File: src/rtl/stg_pkg.sv
package stg_pkg;

  localparam int TABLE_ADDR_BITS = 10;
  localparam int SINE_BITS       = 24;

  localparam int TABLE_SIZE  = (1 << TABLE_ADDR_BITS) + 1;
  localparam int ROM_IDX_W   = TABLE_ADDR_BITS + 1;
  localparam int MAG_W       = SINE_BITS - 1;
  localparam int GAIN_W      = 20;
  localparam int PROD_W      = MAG_W + GAIN_W;
  localparam int SCALE_SHIFT = SINE_BITS + 15;
  localparam int MAGC_W      = SCALE_SHIFT + 1;
  localparam int PCM16_SHIFT = 15;
  localparam int PCM32_SHIFT = 31;
  localparam int PCM8_SHIFT  = 7;

  localparam longint unsigned PI_HALF_Q30 = 64'd1686629713;

  localparam int APB_ADDR_W = 4;
  localparam int APB_DATA_W = 32;

  localparam logic [1:0] REG_PHASE_STEP   = 2'd0;
  localparam logic [1:0] REG_PHASE_OFFSET = 2'd1;
  localparam logic [1:0] REG_GAIN         = 2'd2;
  localparam logic [1:0] REG_OUT_FORMAT   = 2'd3;

  localparam logic [1:0] FMT_S16 = 2'd0;
  localparam logic [1:0] FMT_S32 = 2'd1;
  localparam logic [1:0] FMT_U8  = 2'd2;

  localparam logic [31:0]       RST_PHASE_STEP   = 32'd89478485;
  localparam logic [31:0]       RST_PHASE_OFFSET = 32'd0;
  localparam logic [GAIN_W-1:0] RST_GAIN         = GAIN_W'(65536);
  localparam logic [1:0]        RST_OUT_FORMAT   = FMT_S16;

  typedef struct packed {
    logic [31:0]       phase_step;
    logic [31:0]       phase_offset;
    logic [GAIN_W-1:0] gain;
    logic [1:0]        out_format;
  } cfg_t;

  typedef struct packed {
    logic load_phase;
    logic load_addr;
    logic load_rom;
    logic load_mul;
    logic load_clamp;
    logic load_scale;
    logic load_out;
  } dp_cmd_t;

  typedef enum logic [2:0] {
    ST_IDLE,
    ST_ADDR,
    ST_ROM,
    ST_MUL,
    ST_CLAMP,
    ST_SCALE,
    ST_DONE
  } ctrl_state_e;

  typedef logic [MAG_W-1:0] sine_rom_t [TABLE_SIZE];

  // shift and subtract quotient, used only while building the table
  function automatic longint unsigned udiv_u64(longint unsigned num, longint unsigned den);
    longint unsigned quo;
    longint unsigned rem;
    quo = 64'd0;
    rem = 64'd0;
    for (int i = 63; i >= 0; i--) begin
      rem = {rem[62:0], num[i]};
      if (rem >= den) begin
        rem    = rem - den;
        quo[i] = 1'b1;
      end
    end
    return quo;
  endfunction

  // Quarter-wave table, Q30 Taylor series with truncation, evaluated at elaboration.
  function automatic sine_rom_t build_sine_rom();
    sine_rom_t       rom;
    longint unsigned full;
    longint unsigned x;
    longint unsigned x2;
    longint unsigned term;
    longint unsigned sum;
    longint unsigned v;
    longint unsigned den;
    full = (64'd1 << (SINE_BITS - 1)) - 64'd1;
    for (int k = 0; k < TABLE_SIZE; k++) begin
      x    = (64'(k) * PI_HALF_Q30) >> TABLE_ADDR_BITS;
      x2   = (x * x) >> 30;
      term = x;
      sum  = x;
      for (int n = 1; n <= 7; n++) begin
        den  = 64'((2 * n) * (2 * n + 1));
        term = udiv_u64((term * x2) >> 30, den);
        if ((n % 2) == 1) begin
          sum = sum - term;
        end else begin
          sum = sum + term;
        end
      end
      v = (sum * full + (64'd1 << 29)) >> 30;
      if (v > full) begin
        v = full;
      end
      rom[k] = MAG_W'(v);
    end
    return rom;
  endfunction

endpackage

File: src/rtl/stg_regs.sv
module stg_regs
  import stg_pkg::*;
(
  input  logic                  clk_i,
  input  logic                  rst_ni,
  input  logic                  psel,
  input  logic                  penable,
  input  logic                  pwrite,
  input  logic [APB_ADDR_W-1:0] paddr,
  input  logic [APB_DATA_W-1:0] pwdata,
  output logic [APB_DATA_W-1:0] prdata,
  output logic                  pready,
  output cfg_t                  cfg_o
);

  cfg_t       cfg_q;
  cfg_t       cfg_d;
  logic [1:0] reg_idx;
  logic       wr_en;

  assign reg_idx = paddr[3:2];
  assign pready  = 1'b1;
  assign wr_en   = psel & penable & pwrite & pready;

  always_comb begin
    cfg_d = cfg_q;
    if (wr_en) begin
      case (reg_idx)
        REG_PHASE_STEP:   cfg_d.phase_step   = pwdata;
        REG_PHASE_OFFSET: cfg_d.phase_offset = pwdata;
        REG_GAIN:         cfg_d.gain         = pwdata[GAIN_W-1:0];
        REG_OUT_FORMAT:   cfg_d.out_format   = pwdata[1:0];
        default:          cfg_d = cfg_q;
      endcase
    end
  end

  always_ff @(posedge clk_i or negedge rst_ni) begin
    if (!rst_ni) begin
      cfg_q.phase_step   <= RST_PHASE_STEP;
      cfg_q.phase_offset <= RST_PHASE_OFFSET;
      cfg_q.gain         <= RST_GAIN;
      cfg_q.out_format   <= RST_OUT_FORMAT;
    end else begin
      cfg_q <= cfg_d;
    end
  end

  always_comb begin
    case (reg_idx)
      REG_PHASE_STEP:   prdata = cfg_q.phase_step;
      REG_PHASE_OFFSET: prdata = cfg_q.phase_offset;
      REG_GAIN:         prdata = APB_DATA_W'(cfg_q.gain);
      REG_OUT_FORMAT:   prdata = APB_DATA_W'(cfg_q.out_format);
      default:          prdata = '0;
    endcase
  end

  assign cfg_o = cfg_q;

endmodule

File: config.mk
export PLATFORM = sky130hd
export DESIGN_NAME = stg_regs
export DESIGN_NICKNAME = d
export VERILOG_FILES = /design/src/rtl/stg_pkg.sv /design/src/rtl/stg_regs.sv
export SDC_FILE = /design/constraint.sdc
export NUM_CORES = 1
export LEC_CHECK = 0
export BUFFER_PORTS_ARGS = -buffer_cell sky130_fd_sc_hd__buf_2
export CAP_MARGIN = 20
export CORE_UTILIZATION = 48
export CTS_CLUSTER_SIZE = 28
export DETAILED_ROUTE_END_ITERATION = 6
export PLACE_DENSITY = 0.87
export SETUP_SLACK_MARGIN = 0.4
export SYNTH_ARGS = -nofsm -noshare
export SYNTH_HDL_FRONTEND = slang
export SYNTH_SLANG_ARGS = --single-unit
File: constraint.sdc
create_clock -name clk_i -period 1.21 [get_ports clk_i]
set_input_delay 0.121 -clock clk_i [delete_from_list [all_inputs] [get_ports clk_i]]
set_output_delay 0.121 -clock clk_i [all_outputs]
set_load 0.005 [all_outputs]
# After elaboration in Yosys (flattened, before gate mapping)
# Cells that the tools add are included.
word_totals:
  elab_cells: 15
  reg_bits: 86
  in_bits: 41
  out_inout_bits: 119
classes:
  n_mux: 1
  n_eq_ne: 3
  n_reduce_logical: 5
  n_bitwise: 2
ops:
  columns: ["operator", "n"]
  rows:
  - ["one-hot mux 32 bit (4 select lines)", 1]
  - ["AND reduction 2 bit", 4]
  - ["== test 2 bit, second input constant", 2]
  - ["AND 1 bit", 2]
  - ["== test 2 x 1 -> 1 bit, second input constant", 1]
  - ["zero test 2 bit", 1]

# Longest topological paths before layout
depth:
  ltp_word: 3
  mapped_depth: 6
  depth_no_buf: 3

# Worst setup path after synthesis
# No wires, ideal clock.
synth_timing:
  path_type: "input -> register"
  from: "input port paddr[2]"
  to: "register cfg_q (netlist bit cfg_o[77])"
  t_required_ns: 1.085
  path_slack_ns: -0.050
  path_stages: 4
  setup_time_ns: 0.125
  arrival_time_ns: 1.135
  cell_sequence: "buf_4 nor3_2 buf_2 mux2_2"
synth_via:
  elab_chain_len: 2
synth_lines:
  columns: ["item", "line", "rtl"]
  rows:
  - ["start: declaration", "stg_regs.sv:9", "input logic [APB_ADDR_W-1:0] paddr,"]
  - ["zero test 2 bit", "stg_regs.sv:28", "case (reg_idx)"]
  - ["AND reduction 2 bit (no line)", null, null]
  - ["end signal: assignment", "stg_regs.sv:45", "cfg_q <= cfg_d;"]
  - ["end: declaration", "stg_regs.sv:16", "cfg_t cfg_q;"]
# No other way between the ends.
# A chain may end at the register's enable or synchronous reset.

# Final worst setup path
layout_timing:
  from: "register cfg_q (netlist bit cfg_o[64])"
  to: "output port prdata[10]"
layout_via:
  elab_chain_len: 1
layout_lines:
  columns: ["item", "line", "rtl"]
  rows:
  - ["one-hot mux 32 bit (4 select lines)", "stg_regs.sv:50", "case (reg_idx)"]
  - ["end: declaration", "stg_regs.sv:11", "output logic [APB_DATA_W-1:0] prdata,"]
# No other way between the ends.

==> summary.md <==
| Metric | Value |
|---|---|
| Status | `finished with violations` |
| Failing checks | `setup timing` |
| Grt ovf | `0` |
| Clock Skews | `0 ns` |
| Worst-path fanout max | `2` |
| Die width | `92.6 um` |
| Ant diodes | `0` |
| Commonest non-fill, non-tap cell in the layout | `buf_6` |
| Count of input and output buffers | `156` |
| Routed vias/inst | `5.86` |
| RSZ-0062 raised after global routing | `true` |
| Hold Path Class | `in2reg` |
| Seq/Total Area, Yosys | `55.1%` |
| Drt total wl | `18500 um` |
| Synth Cell Area | `3940 sq um` |
| Gate Count Post-Synth | `280` |
| Setup Viol. Count Final | `61` |
| P_sw | `3.84 mW` |
| Synth-to-Final Area Change | `88.7%` |
| Synth area leader | `dfrtp_1` |
| Clk sinks | `86` |
| Maximum vdd drop | `1.31 mV` |
| Core Util, Final | `94.7%` |
| Die height | `92.6 um` |
| CTS H-tree lvls | `3` |
| CP Cell Sequence | `mux2i_1 -> o21ai_1 -> buf_2` |
| Max cap viols | `0` |
| Slew Limit Fails | `0` |
| Die area | `8570 sq um` |
| Crit Path Class | `reg2out` |
| Syn Nets | `321` |
| Startpoint Class | `flip-flop` |
| Core ar. | `7850 sq um` |
| Mean Syn Cell Area | `14.1 sq um` |
| Vias in the first global route | `3797` |
| Final GP Congestion | `0.784` |
| Largest register FFs | `86` |
| CP Capture Type | `primary output` |
| # DRC | `0` |
| Fmax | `0.658 GHz` |
| Crit-path slowest cell | `dfstp_2` |
| Clk pwr share | `20.0%` |
| Largest net degree at the start of global routing | `36` |
| Hold depth | `2` |
| First-pass GRT wire length | `21000 um` |
| Final Cycle Share | `126%` |
| Pwr per Cell Area | `1710 nW/um^2` |
| Share of layout cells above drive strength 1 | `74.1%` |
| Switch share | `30.3%` |
| CP arrival | `1.40 ns` |
| Routed WL per cell | `26.6 um` |
| Distinct cells, synth | `22` |
| Top cells by area, synth | `dfrtp_1 45%, mux2_2 18%, dfstp_2 10%, mux2_4 7.6%, mux2i_1 7.6%` |
| Row Count | `32` |
| Flops & latches, synth | `86` |
| TritonCTS clock tree | `yes` |
| GRT Util Overall | `33.3%` |
| Initial antenna violation count | `0` |
| CTS buffer count | `9` |
| I/O Pins | `160` |
| DP Area | `5120 sq um` |
| Fin area | `7430 sq um` |
| Initial drt markers | `214` |
| DP HPWL | `7110 um` |
| Initial Util | `50.2%` |
| Inst Count DP | `541` |
| Reg2reg path depth | `4` |
| Worst hold margin | `0.00702 ns` |
| Final hold vios | `0` |
| Ys Warns | `0` |
| Final setup margin | `-0.309 ns` |
| Pre-CTS setup slack | `-0.266 ns` |
| Root buf cell | `clkbuf_8` |
| Flop pwr share | `34.1%` |
| Final antenna-violating net count | `0` |
| Worst-Skew Late Latency | `0.35 ns` |
| Area share of the largest cell type after synthesis | `45.1%` |
| Post-Layout Cell Count | `696` |
| Logic pwr share | `45.9%` |
| Commonest non-fill, non-tap cells in the layout | `163 x buf_6, 104 x buf_2, 85 x mux2_4, 71 x dfrtp_1, 29 x mux2i_1` |
| Pre-antenna DRT Iters | `4` |
| Post-route minimum period | `1.52 ns` |
| P_leak | `3.81 nW` |
| Vias | `4080` |
| Worst Path Required | `1.09 ns` |
| CTS Buffer Depth | `2` |
| Internal | `8.84 mW` |
| Worst path max stage delay | `0.56 ns` |
| Reg clk slew, reported paths | `0.10 ns` |
| Final Net Count | `630` |
power by group through the flow:
| stage | combinational [mW] | sequential, mW | clock, mW |
|---|---|---|---|
| floorplan | 1.28 | 4.20 | 0 |
| global placement | 2.48 | 4.18 | 0 |
| detailed placement | 2.56 | 4.22 | 0 |
| CTS | 4.45 | 4.15 | 2.38 |
| global route | 6.04 | 4.35 | 2.60 |
| finish | 5.82 | 4.32 | 2.53 |
per-stage QoR:
stage,TNS (ns),power (mW)
final,-5.85,12.7
after global routing,-7.61,13.0
after CTS,-2.18,11.0
after detailed placement,-16.28,6.79
after global placement,-15.10,6.66
after floorplan,-0.196,5.48
Yosys cell counts:
master     n
mux4_2     2
nor2_1    13
mux2_1     2
nand4_1    1
conb_1     1
or2_2      1
mux2_2    64
mux2i_1   30
buf_6      2
nand2_1   18
clkbuf_1   4
or3_4      1
buf_4      6
buf_2      7
dfstp_2   15
o21ai_0   18
nor2b_1    1
mux2_4    20
inv_1      1
nor3_2     1
nand3_1    1
dfrtp_1   71
cell type report:
class | count | area [sq um]
multi-input combinational | 177 | 1950
sequential | 86 | 2170
clock buffer | 12 | 135
clock inverter | 4 | 97.6
tap | 102 | 128
timing repair buffer | 314 | 2940
fill | 201 | 419
inverter | 1 | 6.26
layer usage:
metal / track usage (%) / part of all wire [%] / vias to the layer above
li1: - / - / 1603
met1: 37.7 / 35 / 2055
met2: 60.2 / 51 / 319
met3: 6.40 / 7.2 / 103
met4: 15.2 / 6.5 / 0
met5: 0 / 0 / -
critical path: cells and delay by family (launching register included):
family / cells / cell delay, ns
buffers and inverters: 1 / 0.18
multiplexers: 1 / 0.08
AO/OA/AOI/OAI: 1 / 0.23
flip-flops: 1 / 0.56
worst paths after layout:
kind,start,end,slack [ns]
setup / recovery,cfg_o[64]$_DFFE_PN1P_,prdata[10],-0.31
hold / removal,pwdata[22],cfg_o[76]$_DFFE_PN1P_,0.007
setup reg to reg,cfg_o[43]$_DFFE_PN0P_,cfg_o[43]$_DFFE_PN0P_,0.04
hold reg to reg,cfg_o[23]$_DFFE_PN0P_,cfg_o[23]$_DFFE_PN0P_,0.56
max in group asynchronous,rst_ni,cfg_o[60]$_DFFE_PN1P_,0.43
min in group asynchronous,rst_ni,cfg_o[52]$_DFFE_PN0P_,0.21
what timing repair did:
action	CTS	global route
buffers inserted	75	57
setup endpoints to repair	204	205
pin swaps	8	12
gates resized for setup	180	50
hold buffers	1	0
endpoints found under the hold margin	73	0
cloned	6	0
kinds of logic (layout without fill, tap and decap cells):
family | Yosys count | after routing | synth area share (%)
compound gates | 18 | 18 | 2.29
buf+inv | 20 | 331 | 3.08
flops | 86 | 86 | 55.1
mux | 118 | 118 | 35.3
other cells | 1 | 1 | 0.0953
simple gates | 37 | 40 | 4.10
Power figures use the tool's default switching activity.
