$ cat config.mk
export PLATFORM = sky130hd
export DESIGN_NAME = stg_ctrl
export DESIGN_NICKNAME = d
export VERILOG_FILES = /design/src/rtl/stg_pkg.sv /design/src/rtl/stg_ctrl.sv
export SDC_FILE = /design/constraint.sdc
export NUM_CORES = 1
export LEC_CHECK = 0
export ABC_AREA = 0
export BUFFER_PORTS_ARGS = -buffer_cell sky130_fd_sc_hd__buf_2
export CAP_MARGIN = 10
export CORE_AREA = 5 5 42 44
export CTS_BUF_LIST = sky130_fd_sc_hd__clkbuf_4 sky130_fd_sc_hd__clkbuf_8
export DETAILED_ROUTE_END_ITERATION = 10
export DIE_AREA = 0 0 47 49
export GPL_TIMING_DRIVEN = 0
export REMOVE_ABC_BUFFERS = 1
export SLEW_MARGIN = 30
export SYNTH_ARGS = -nofsm -noshare
export SYNTH_HDL_FRONTEND = slang
export SYNTH_SLANG_ARGS = --single-unit
export TNS_END_PERCENT = 20
$ cat constraint.sdc
create_clock -name clk_i -period 1.4 [get_ports clk_i]
set_clock_uncertainty 0.15 [all_clocks]
set_input_delay 0.21 -clock clk_i [delete_from_list [all_inputs] [get_ports clk_i]]
set_output_delay 0.21 -clock clk_i [all_outputs]
set_load 0.01 [all_outputs]
$ cat src/rtl/stg_pkg.sv
package stg_pkg;

  localparam int TABLE_ADDR_BITS = 10;
  localparam int SINE_BITS       = 24;

  localparam int TABLE_SIZE  = (1 << TABLE_ADDR_BITS) + 1;
  localparam int ROM_IDX_W   = TABLE_ADDR_BITS + 1;
  localparam int MAG_W       = SINE_BITS - 1;
  localparam int GAIN_W      = 20;
  localparam int PROD_W      = MAG_W + GAIN_W;
  localparam int SCALE_SHIFT = SINE_BITS + 15;
  localparam int MAGC_W      = SCALE_SHIFT + 1;
  localparam int PCM16_SHIFT = 15;
  localparam int PCM32_SHIFT = 31;
  localparam int PCM8_SHIFT  = 7;

  localparam longint unsigned PI_HALF_Q30 = 64'd1686629713;

  localparam int APB_ADDR_W = 4;
  localparam int APB_DATA_W = 32;

  localparam logic [1:0] REG_PHASE_STEP   = 2'd0;
  localparam logic [1:0] REG_PHASE_OFFSET = 2'd1;
  localparam logic [1:0] REG_GAIN         = 2'd2;
  localparam logic [1:0] REG_OUT_FORMAT   = 2'd3;

  localparam logic [1:0] FMT_S16 = 2'd0;
  localparam logic [1:0] FMT_S32 = 2'd1;
  localparam logic [1:0] FMT_U8  = 2'd2;

  localparam logic [31:0]       RST_PHASE_STEP   = 32'd89478485;
  localparam logic [31:0]       RST_PHASE_OFFSET = 32'd0;
  localparam logic [GAIN_W-1:0] RST_GAIN         = GAIN_W'(65536);
  localparam logic [1:0]        RST_OUT_FORMAT   = FMT_S16;

  typedef struct packed {
    logic [31:0]       phase_step;
    logic [31:0]       phase_offset;
    logic [GAIN_W-1:0] gain;
    logic [1:0]        out_format;
  } cfg_t;

  typedef struct packed {
    logic load_phase;
    logic load_addr;
    logic load_rom;
    logic load_mul;
    logic load_clamp;
    logic load_scale;
    logic load_out;
  } dp_cmd_t;

  typedef enum logic [2:0] {
    ST_IDLE,
    ST_ADDR,
    ST_ROM,
    ST_MUL,
    ST_CLAMP,
    ST_SCALE,
    ST_DONE
  } ctrl_state_e;

  typedef logic [MAG_W-1:0] sine_rom_t [TABLE_SIZE];

  // shift and subtract quotient, used only while building the table
  function automatic longint unsigned udiv_u64(longint unsigned num, longint unsigned den);
    longint unsigned quo;
    longint unsigned rem;
    quo = 64'd0;
    rem = 64'd0;
    for (int i = 63; i >= 0; i--) begin
      rem = {rem[62:0], num[i]};
      if (rem >= den) begin
        rem    = rem - den;
        quo[i] = 1'b1;
      end
    end
    return quo;
  endfunction

  // Quarter-wave table, Q30 Taylor series with truncation, evaluated at elaboration.
  function automatic sine_rom_t build_sine_rom();
    sine_rom_t       rom;
    longint unsigned full;
    longint unsigned x;
    longint unsigned x2;
    longint unsigned term;
    longint unsigned sum;
    longint unsigned v;
    longint unsigned den;
    full = (64'd1 << (SINE_BITS - 1)) - 64'd1;
    for (int k = 0; k < TABLE_SIZE; k++) begin
      x    = (64'(k) * PI_HALF_Q30) >> TABLE_ADDR_BITS;
      x2   = (x * x) >> 30;
      term = x;
      sum  = x;
      for (int n = 1; n <= 7; n++) begin
        den  = 64'((2 * n) * (2 * n + 1));
        term = udiv_u64((term * x2) >> 30, den);
        if ((n % 2) == 1) begin
          sum = sum - term;
        end else begin
          sum = sum + term;
        end
      end
      v = (sum * full + (64'd1 << 29)) >> 30;
      if (v > full) begin
        v = full;
      end
      rom[k] = MAG_W'(v);
    end
    return rom;
  endfunction

endpackage

$ cat src/rtl/stg_ctrl.sv
module stg_ctrl
  import stg_pkg::*;
(
  input  logic    clk_i,
  input  logic    rst_ni,
  input  logic    in_valid_i,
  output logic    in_ready_o,
  input  logic    out_ready_i,
  output logic    out_valid_o,
  output dp_cmd_t cmd_o
);

  ctrl_state_e state_q;
  ctrl_state_e state_d;
  logic        out_valid_q;
  logic        out_valid_d;
  logic        out_free;

  assign out_free = ~out_valid_q | out_ready_i;

  always_comb begin
    state_d = state_q;
    case (state_q)
      ST_IDLE:  if (in_valid_i) state_d = ST_ADDR;
      ST_ADDR:  state_d = ST_ROM;
      ST_ROM:   state_d = ST_MUL;
      ST_MUL:   state_d = ST_CLAMP;
      ST_CLAMP: state_d = ST_SCALE;
      ST_SCALE: state_d = ST_DONE;
      ST_DONE:  if (out_free) state_d = ST_IDLE;
      default:  state_d = ST_IDLE;
    endcase
  end

  always_comb begin
    cmd_o      = '0;
    in_ready_o = 1'b0;
    case (state_q)
      ST_IDLE: begin
        in_ready_o       = 1'b1;
        cmd_o.load_phase = in_valid_i;
      end
      ST_ADDR:  cmd_o.load_addr  = 1'b1;
      ST_ROM:   cmd_o.load_rom   = 1'b1;
      ST_MUL:   cmd_o.load_mul   = 1'b1;
      ST_CLAMP: cmd_o.load_clamp = 1'b1;
      ST_SCALE: cmd_o.load_scale = 1'b1;
      ST_DONE:  cmd_o.load_out   = out_free;
      default:  cmd_o = '0;
    endcase
  end

  always_comb begin
    if (cmd_o.load_out) begin
      out_valid_d = 1'b1;
    end else if (out_ready_i) begin
      out_valid_d = 1'b0;
    end else begin
      out_valid_d = out_valid_q;
    end
  end

  always_ff @(posedge clk_i or negedge rst_ni) begin
    if (!rst_ni) begin
      state_q     <= ST_IDLE;
      out_valid_q <= 1'b0;
    end else begin
      state_q     <= state_d;
      out_valid_q <= out_valid_d;
    end
  end

  assign out_valid_o = out_valid_q;

endmodule

# --- After elaboration in Yosys (flattened, before gate mapping) ---
# Index checks and enable logic that the tools add are counted.
word_totals:
  register_bits: 4
  output_inout_bits: 9
  wordCells: 28
op_classes:
  n_eq_ne: 8
  mux: 13
  bitwise: 2
  reduce_logical: 3
op_table:
  columns: ["op", "n"]
  rows:
  - ["case mux 3 bit (7 select lines)", 1]
  - ["2-to-1 mux 1 bit", 10]
  - ["== test 3 bit, second input constant", 3]
  - ["== test 3 x 2 -> 1 bit, second input constant", 2]
  - ["2-to-1 mux 3 bit", 2]
  - ["inequality test 2 bit, second input constant", 2]
  - ["== test 3 x 1 -> 1 bit, second input constant", 1]
  - ["zero test 3 bit", 1]
  - ["AND reduction 2 bit", 1]
  - ["nonzero test 2 bit", 1]
  - ["inverter 1 bit", 1]
  - ["OR 1 bit", 1]

# --- Logic depth before layout (Yosys ltp) ---
# Gate-level depths: netlist of run 1.
logic_depth:
  ltp_word: 4
  mapped_depth: 4
  depth_no_buf: 3

# --- Worst setup path before layout of run 1 ---
# No wires, ideal clock.
synth_path:
  path_type: "reg-to-output"
  from: "register state_q[1]"
  to: "output cmd_o[6] in the netlist's numbering"
  arrival_ps: 947
  required_time_ps: 1040
  slack_ps: 93
  stages_incl_launch_ff: 4
  n_path_buf: 1
  path_cell_list: "dfrtp_1 -> buf_6 -> nor3_2 -> and2_1"
synth_lines:
  columns: ["item", "line_no", "text"]
  rows:
  - ["start: declaration", "stg_ctrl.sv:13", "ctrl_state_e state_q;"]
  - ["start signal: assignment", "stg_ctrl.sv:68", "state_q <= state_d;"]
  - ["end: declaration", "stg_ctrl.sv:10", "output dp_cmd_t cmd_o"]

==> results of run 1 <==
## layer usage
layer | global-route usage (%) | wire (um) | up-vias | part of all wire (%)
met2 | 8.597 | 290 | 16 | 43
met1 | 9.071 | 268 | 119 | 40
met4 | 5.530 | 19 | 0 | 2.8
li1 | - | - | 130 | -
met5 | 0 | 0 | - | 0
met3 | 4.797 | 95 | 2 | 14
## area by class of cell
| type | count | area [sq um] | share of cell area [%] |
|---|---|---|---|
| repair buffers | 19 | 128.9 | 29.77 |
| well taps | 16 | 20.02 | 4.624 |
| inverters | 2 | 10.01 | 2.312 |
| clock buffers | 3 | 22.52 | 5.202 |
| flip-flops and latches | 4 | 103.9 | 23.99 |
| multi-input cells | 17 | 147.6 | 34.10 |
## stage by stage
step / total power (W) / setup WS [ns] / instances / hold WS (ns)
final: 0.001038 / -0.1055 / 61 / 0.1555
after CTS: 0.0009707 / -0.1030 / 60 / 0.1609
after detailed placement: 0.0006289 / 0.002560 / 51 / -0.1333
after global placement: 0.0006203 / 0.0002562 / 51 / -0.1338
after global routing: 0.001119 / -0.1628 / 61 / 0.1929
after floorplan: 0.0004870 / 0.09129 / 23 / -0.2356
## how the worst max path moves through the flow
stage / to / slack [ns] / cells past startpoint / start
2_1_floorplan: cmd_o[6] / 0.09 / 2 / state_q[1]
6_report: cmd_o[0] / -0.11 / 4 / state_q[1]
3_3_place_gp: cmd_o[0] / 0.0003 / 3 / state_q[1]
3_5_place_dp: cmd_o[0] / 0.003 / 3 / state_q[1]
4_1_cts: cmd_o[0] / -0.10 / 3 / state_q[0]
5_1_grt: cmd_o[0] / -0.16 / 4 / state_q[1]
## power breakdown
part           internal, W  switching (W)
Clock            0.0000960      0.0000485
Sequential        0.000177       0.000112
Combinational     0.000336       0.000268
## cell usage in the layout (no fill, tap or decap), drive strengths merged
master / instances
o21ai: 3
inv: 2
nor3b: 1
buf: 18
dlygate4sd3: 1
clkbuf: 3
dfrtp: 4
nand2b: 2
and3: 1
nor2: 1
a211oi: 1
a21o: 2
and2: 1
nor3: 5
## sequential cells by signal, indices dropped and copies added (netlist names)
name	count
state_q	3
out_valid_o	1
## critical path, cell delays in order (launching register included)
cell and delay [ns]:
dfrtp_2 0.43, buf_6 0.13, nand2b_4 0.06, nor3b_2 0.14, buf_2 0.14
## kinds of logic (layout without fill, tap and decap cells)
logic type	count (synthesis)	count (layout)	share of synthesized area [%]
AOI/OAI and AO/OA	6	6	16.34
DFF	4	4	39.61
and+or+nand+nor	11	11	28.22
buffers and inverters	5	24	15.84
## timing repair
item,in CTS,in global routing
hold buffers,1,0
setup endpoints to repair,8,9
gates resized for setup,11,3
buffers inserted,5,1
pin swaps,2,2
endpoints found under the hold margin,4,0
==> flow_summary.yaml, run 1 <==
clocking:
  numClockSinks: 4
  cts_buffer_depth: 2
  cts-root-buf: "clkbuf_4"
  cts_tree: "yes"
  path_clk_slew_ns: 0.04
  cts_made_buffers: 3
  clkLatencyLatePin_ns: 0.24
  htree_levels: 1
critical_path:
  path_max_fanout: 5
  startpoint_type: "flip-flop"
  arrival_ns: 1.15
  r2r_start: "state_q[1]"
  endpoint_kind: "primary output"
  r2r_slack_ns: 0.10
  r2r_end: "state_q[0]"
  worstSetupPathType: "flip-flop to primary output"
  worstPathRequired_ns: 1.04
  r2r_cells: 5
floorplan:
  core-area_sq_um: 1401
  die_w_um: 47
  ios: 13
  start_util_pct: 18.04
  die_y_um: 49
  rows: 14
  dieArea_sq_um: 2303
detailed_routing:
  route.detailed.drc: 0
  drt_wl_total_um: 674
  drtIter0Drc: 2
  via_per_inst: 4.377
  ant_nets: 0
  wl_per_cell_um: 11.05
  vias: 267
  dr.pass1.iters: 3
timing:
  period_share_pct: 107.5
  layout_setup_ws_ns: -0.1055
  setup_viol: 7
  tns_ns: -0.4930
  timing.final.hold_violations: 0
  worst_pin_slew_ns: 0.2289
  final_max_slew_viol_count: 0
  grt_setup_unrepaired: "true"
  slew-limit-headroom_pct: 84.74
  fmax_mhz: 664.2
  fin_crit_ns: 1.505
cells_and_area:
  drive_gt1_share_pct: 71.11
  fillers: 169
  syn_to_final_growth_pct: 71.29
  fin_util_pct: 30.89
  antenna_cells: 0
  fin_area_sq_um: 432.9
  nNetsFinal: 51
global_route:
  grt_antenna_before_repair: 0
  grt_overflow: 0
  grt_max_degree: 9
  groute.usage.overall_pct: 7.339
  grt_pass1_wl_um: 1110
  grt_pass1_vias: 251
min_path:
  min_path_type: "primary input to async pin"
placed_design:
  hpwl_um: 417.1
  place_area_sq_um: 302.8
  port_buffers: 12
  place.gp.congestion: 0.6883
synthesis:
  synth_edf_count: 0
  synth_cell_types: 16
  netlist_top_cells_area: "dfrtp_1 (40%), buf_6 (8.9%), nor3_1 (7.9%)"
  syn_area_sq_um: 252.7
  yosysTopAreaCell: "dfrtp_1"
  netlist.area_leader.share_pct: 39.60
  ys_warn_count: 0
  syn_area_per_cell_sq_um: 9.721
  ys_seq_area_share_pct: 39.60
  synth-seq-cells: 4
  syn_inst: 26
  synth_commonest_cells: "dfrtp_1 (4), nor3_1 (4)"
  ys_async_sr_fraction_pct: 100.0
  ys.flop_type: "dfrtp_1"
power_and_ir_drop:
  ir_worst_vdd_mv: 0.7852
  power_density_nw_per_um2: 2398
  leakage_nw: 0.2173
run:
  max_cap_violations: 0
status:
  status: "complete, but fails checks"
  violations: "setup timing"
No activity file was read; power rests on OpenSTA's default activity.
==> run 2, diff against run 1 <==
--- a/config.mk
+++ b/config.mk
@@ -5,9 +5,8 @@
 export SDC_FILE = /design/constraint.sdc
 export NUM_CORES = 1
 export LEC_CHECK = 0
-export ABC_AREA = 0
+export ABC_AREA = 1
 export BUFFER_PORTS_ARGS = -buffer_cell sky130_fd_sc_hd__buf_2
-export CAP_MARGIN = 10
 export CORE_AREA = 5 5 42 44
 export CTS_BUF_LIST = sky130_fd_sc_hd__clkbuf_4 sky130_fd_sc_hd__clkbuf_8
 export DETAILED_ROUTE_END_ITERATION = 10
==> run 2 against run 1 <==
The flow still finishes with violations (setup timing). Final cell count up 9.8%. Sequential share of layout area is 5.4 points higher. Clock power decreased by 3%. Via count decreased by 3.7%. Sequential cell count unchanged.
==> flow_summary.yaml, run 2 <==
detailed_routing:
  wl_per_cell_um: 7.522
  drtIter0Drc: 1
  via_per_inst: 3.836
  route.detailed.drc: 0
  drt_wl_total_um: 504
  ant_nets: 0
  dr.pass1.iters: 3
  vias: 257
synthesis:
  synth_mux_area_share_pct: 0
  syn_area_per_cell_sq_um: 6.638
  synth-seq-cells: 4
  yosysTopAreaCell: "dfrtp_1"
  synth_cell_types: 10
  synth_edf_count: 0
  syn_inst: 36
  ys_async_sr_fraction_pct: 100.0
  netlist_top_cells_area: "dfrtp_1 (42%), inv_1 (16%), nand3_1 (10%)"
  synth_compound_area_share_pct: 4.188
  yosys.cell_count.top_type: "inv_1"
  synth_xor_area_share_pct: 0
  syn_area_sq_um: 239.0
  ys_warn_count: 0
  synth_top_family_by_area: "simple AND/OR/NAND/NOR gates"
  ys_seq_area_share_pct: 41.88
  ys.flop_type: "dfrtp_1"
  synth_commonest_cells: "inv_1 (10), nand2_1 (6), nand3_1 (5), nor2_1 (5), dfrtp_1 (4)"
  synthAdderAreaFrac_pct: 0
  netlist.area_leader.share_pct: 41.88
  synthSimpleGateAreaFrac_pct: 35.08
critical_path:
  crit_chain: "nand2_1, nor2_2, inv_1, nor2_2, buf_2"
  worstSetupPathType: "flip-flop to primary output"
  r2r_start: "state_q[2]"
  crit_family: "flip-flops"
  worstPathRequired_ns: 1.04
  startpoint_type: "flip-flop"
  crit_path_frequent_cell: "nor2_2"
  critical_path.slowest_cell: "dfrtp_1"
  startpoint: "state_q[2]"
  slowest_delay_ns: 0.41
  path_buf_inv: 2
  path_max_fanout: 5
  r2r_end: "out_valid_o"
  r2r_cells: 4
  r2r_slack_ns: 0.41
  arrival_ns: 1.08
  endpoint_kind: "primary output"
clocking:
  cts_made_buffers: 3
  cts_buffer_depth: 2
  postCtsSetupBuffers: 0
  cts_tree: "yes"
  cts-root-buf: "clkbuf_4"
  numClockSinks: 4
  htree_levels: 1
  clkLatencyLatePin_ns: 0.23
  path_clk_slew_ns: 0.04
floorplan:
  ios: 13
  dieArea_sq_um: 2303
  die_y_um: 49
  rows: 14
  start_util_pct: 17.05
  die_w_um: 47
  core-area_sq_um: 1401
global_route:
  busiest_layer: "met2"
  grt_pass1_wl_um: 800
  gr-usage-met2_pct: 7.919
  use_met1_pct: 4.009
  groute.usage.overall_pct: 5.233
  grt_max_degree: 8
  grt_overflow: 0
  grt_pass1_vias: 221
  met3_usage_pct: 3.321
  grt_antenna_before_repair: 0
placed_design:
  hpwl_um: 427.4
  place.gp.congestion: 0.7703
  pre_cts_ws_ns: 0.1741
  place_inst: 63
  port_buffers: 12
timing:
  grt_setup_unrepaired: "true"
  setup_viol: 5
  timing.final.hold_violations: 0
  slew-limit-headroom_pct: 88.43
  worst_pin_slew_ns: 0.1735
  final_max_slew_viol_count: 0
  period_share_pct: 102.6
  fmax_mhz: 696.5
  layout_setup_ws_ns: -0.03583
  fin_crit_ns: 1.436
  tns_ns: -0.08291
status:
  status: "complete, but fails checks"
  violations: "setup timing"
cells_and_area:
  final_cell_mix: "buf_2 (12), inv_1 (9), nand2_1 (6), nand3_1 (5), nor2_1 (4)"
  nNetsFinal: 57
  syn_to_final_growth_pct: 46.07
  ff_latch_area_sq_um: 102.6
  largest_reg_flops: 3
  fillers: 176
  layout.cells.non_filler: 67
  fin_util_pct: 24.91
  antenna_cells: 0
  final_common_cell: "buf_2"
  multi_input_area_sq_um: 96.34
  regMostFlops: "state_q"
  drive_gt1_share_pct: 41.18
min_path:
  min_path_type: "primary input to flip-flop"
  holdPathStages: 2
  hold-path-endpoint: "out_valid_o"
  hold_start: "out_ready_i"
power_and_ir_drop:
  leakage_nw: 0.2196
  power_density_nw_per_um2: 2169
  ir_worst_vdd_mv: 0.4828
  power.total_w: 0.0007572
run:
  max_cap_violations: 0
==> run 2: how the worst max path moves through the flow <==
stage	end	slack (ns)	cells after the start
floorplan	cmd_o[6]	0.25	3
global placement	cmd_o[6]	0.18	4
detailed placement	cmd_o[6]	0.17	4
CTS	cmd_o[6]	-0.05	4
global route	cmd_o[6]	-0.13	4
finish	cmd_o[0]	-0.04	5
==> run 2: metal layers <==
metal / share of wire [%] / up-vias
met5: 0 / -
met4: 0 / 0
met3: 8.9 / 0
met2: 55 / 5
met1: 36 / 115
li1: - / 137
==> run 2: through the flow <==
stage / instance area (sq um) / hold WS (ns)
floorplan: 231.5 / -0.2356
global placement: 311.5 / -0.1331
detailed placement: 311.5 / -0.1345
CTS: 349.1 / 0.04549
global route: 349.1 / 0.07106
finish: 349.1 / 0.04600
==> run 2: power breakdown <==
| part | internal (W) | switching [W] | total [W] | leakage (nW) |
|---|---|---|---|---|
| Clock | 0.0000956 | 0.0000435 | 0.000139 | 0.0138 |
| Sequential | 0.000176 | 0.0000775 | 0.000254 | 0.0483 |
| Combinational | 0.000150 | 0.000215 | 0.000364 | 0.157 |
==> run 2: final cells by class <==
cell class	count	area share [%]
sequential	4	29.39
timing repair buffer	13	20.07
tap	16	5.735
inverter	10	10.75
clock buffer	3	6.452
multi-input combinational	21	27.60
==> run 2: worst reg2reg max path, delay by kind of cell (launching register included) <==
kind	cells	cell delay, ns
buffers and inverters	1	0.07
AO/OA/AOI/OAI	1	0.08
AND/OR/NAND/NOR	2	0.14
flip-flops	1	0.42
==> run 2: logic make-up (layout without fill, tap and decap cells) <==
kind of cell,after synthesis,in the layout
buffers and inverters,11,26
flip-flops,4,4
AO/OA/AOI/OAI,2,2
AND/OR/NAND/NOR,19,19
==> run 2: what timing repair did <==
action / 4_1_cts / 5_1_grt
hold buffers: 1 / 0
hold endpoints to repair: 4 / 0
pin swaps: 1 / 1
endpoints found under the setup margin: 8 / 8
resized for setup: 4 / 0
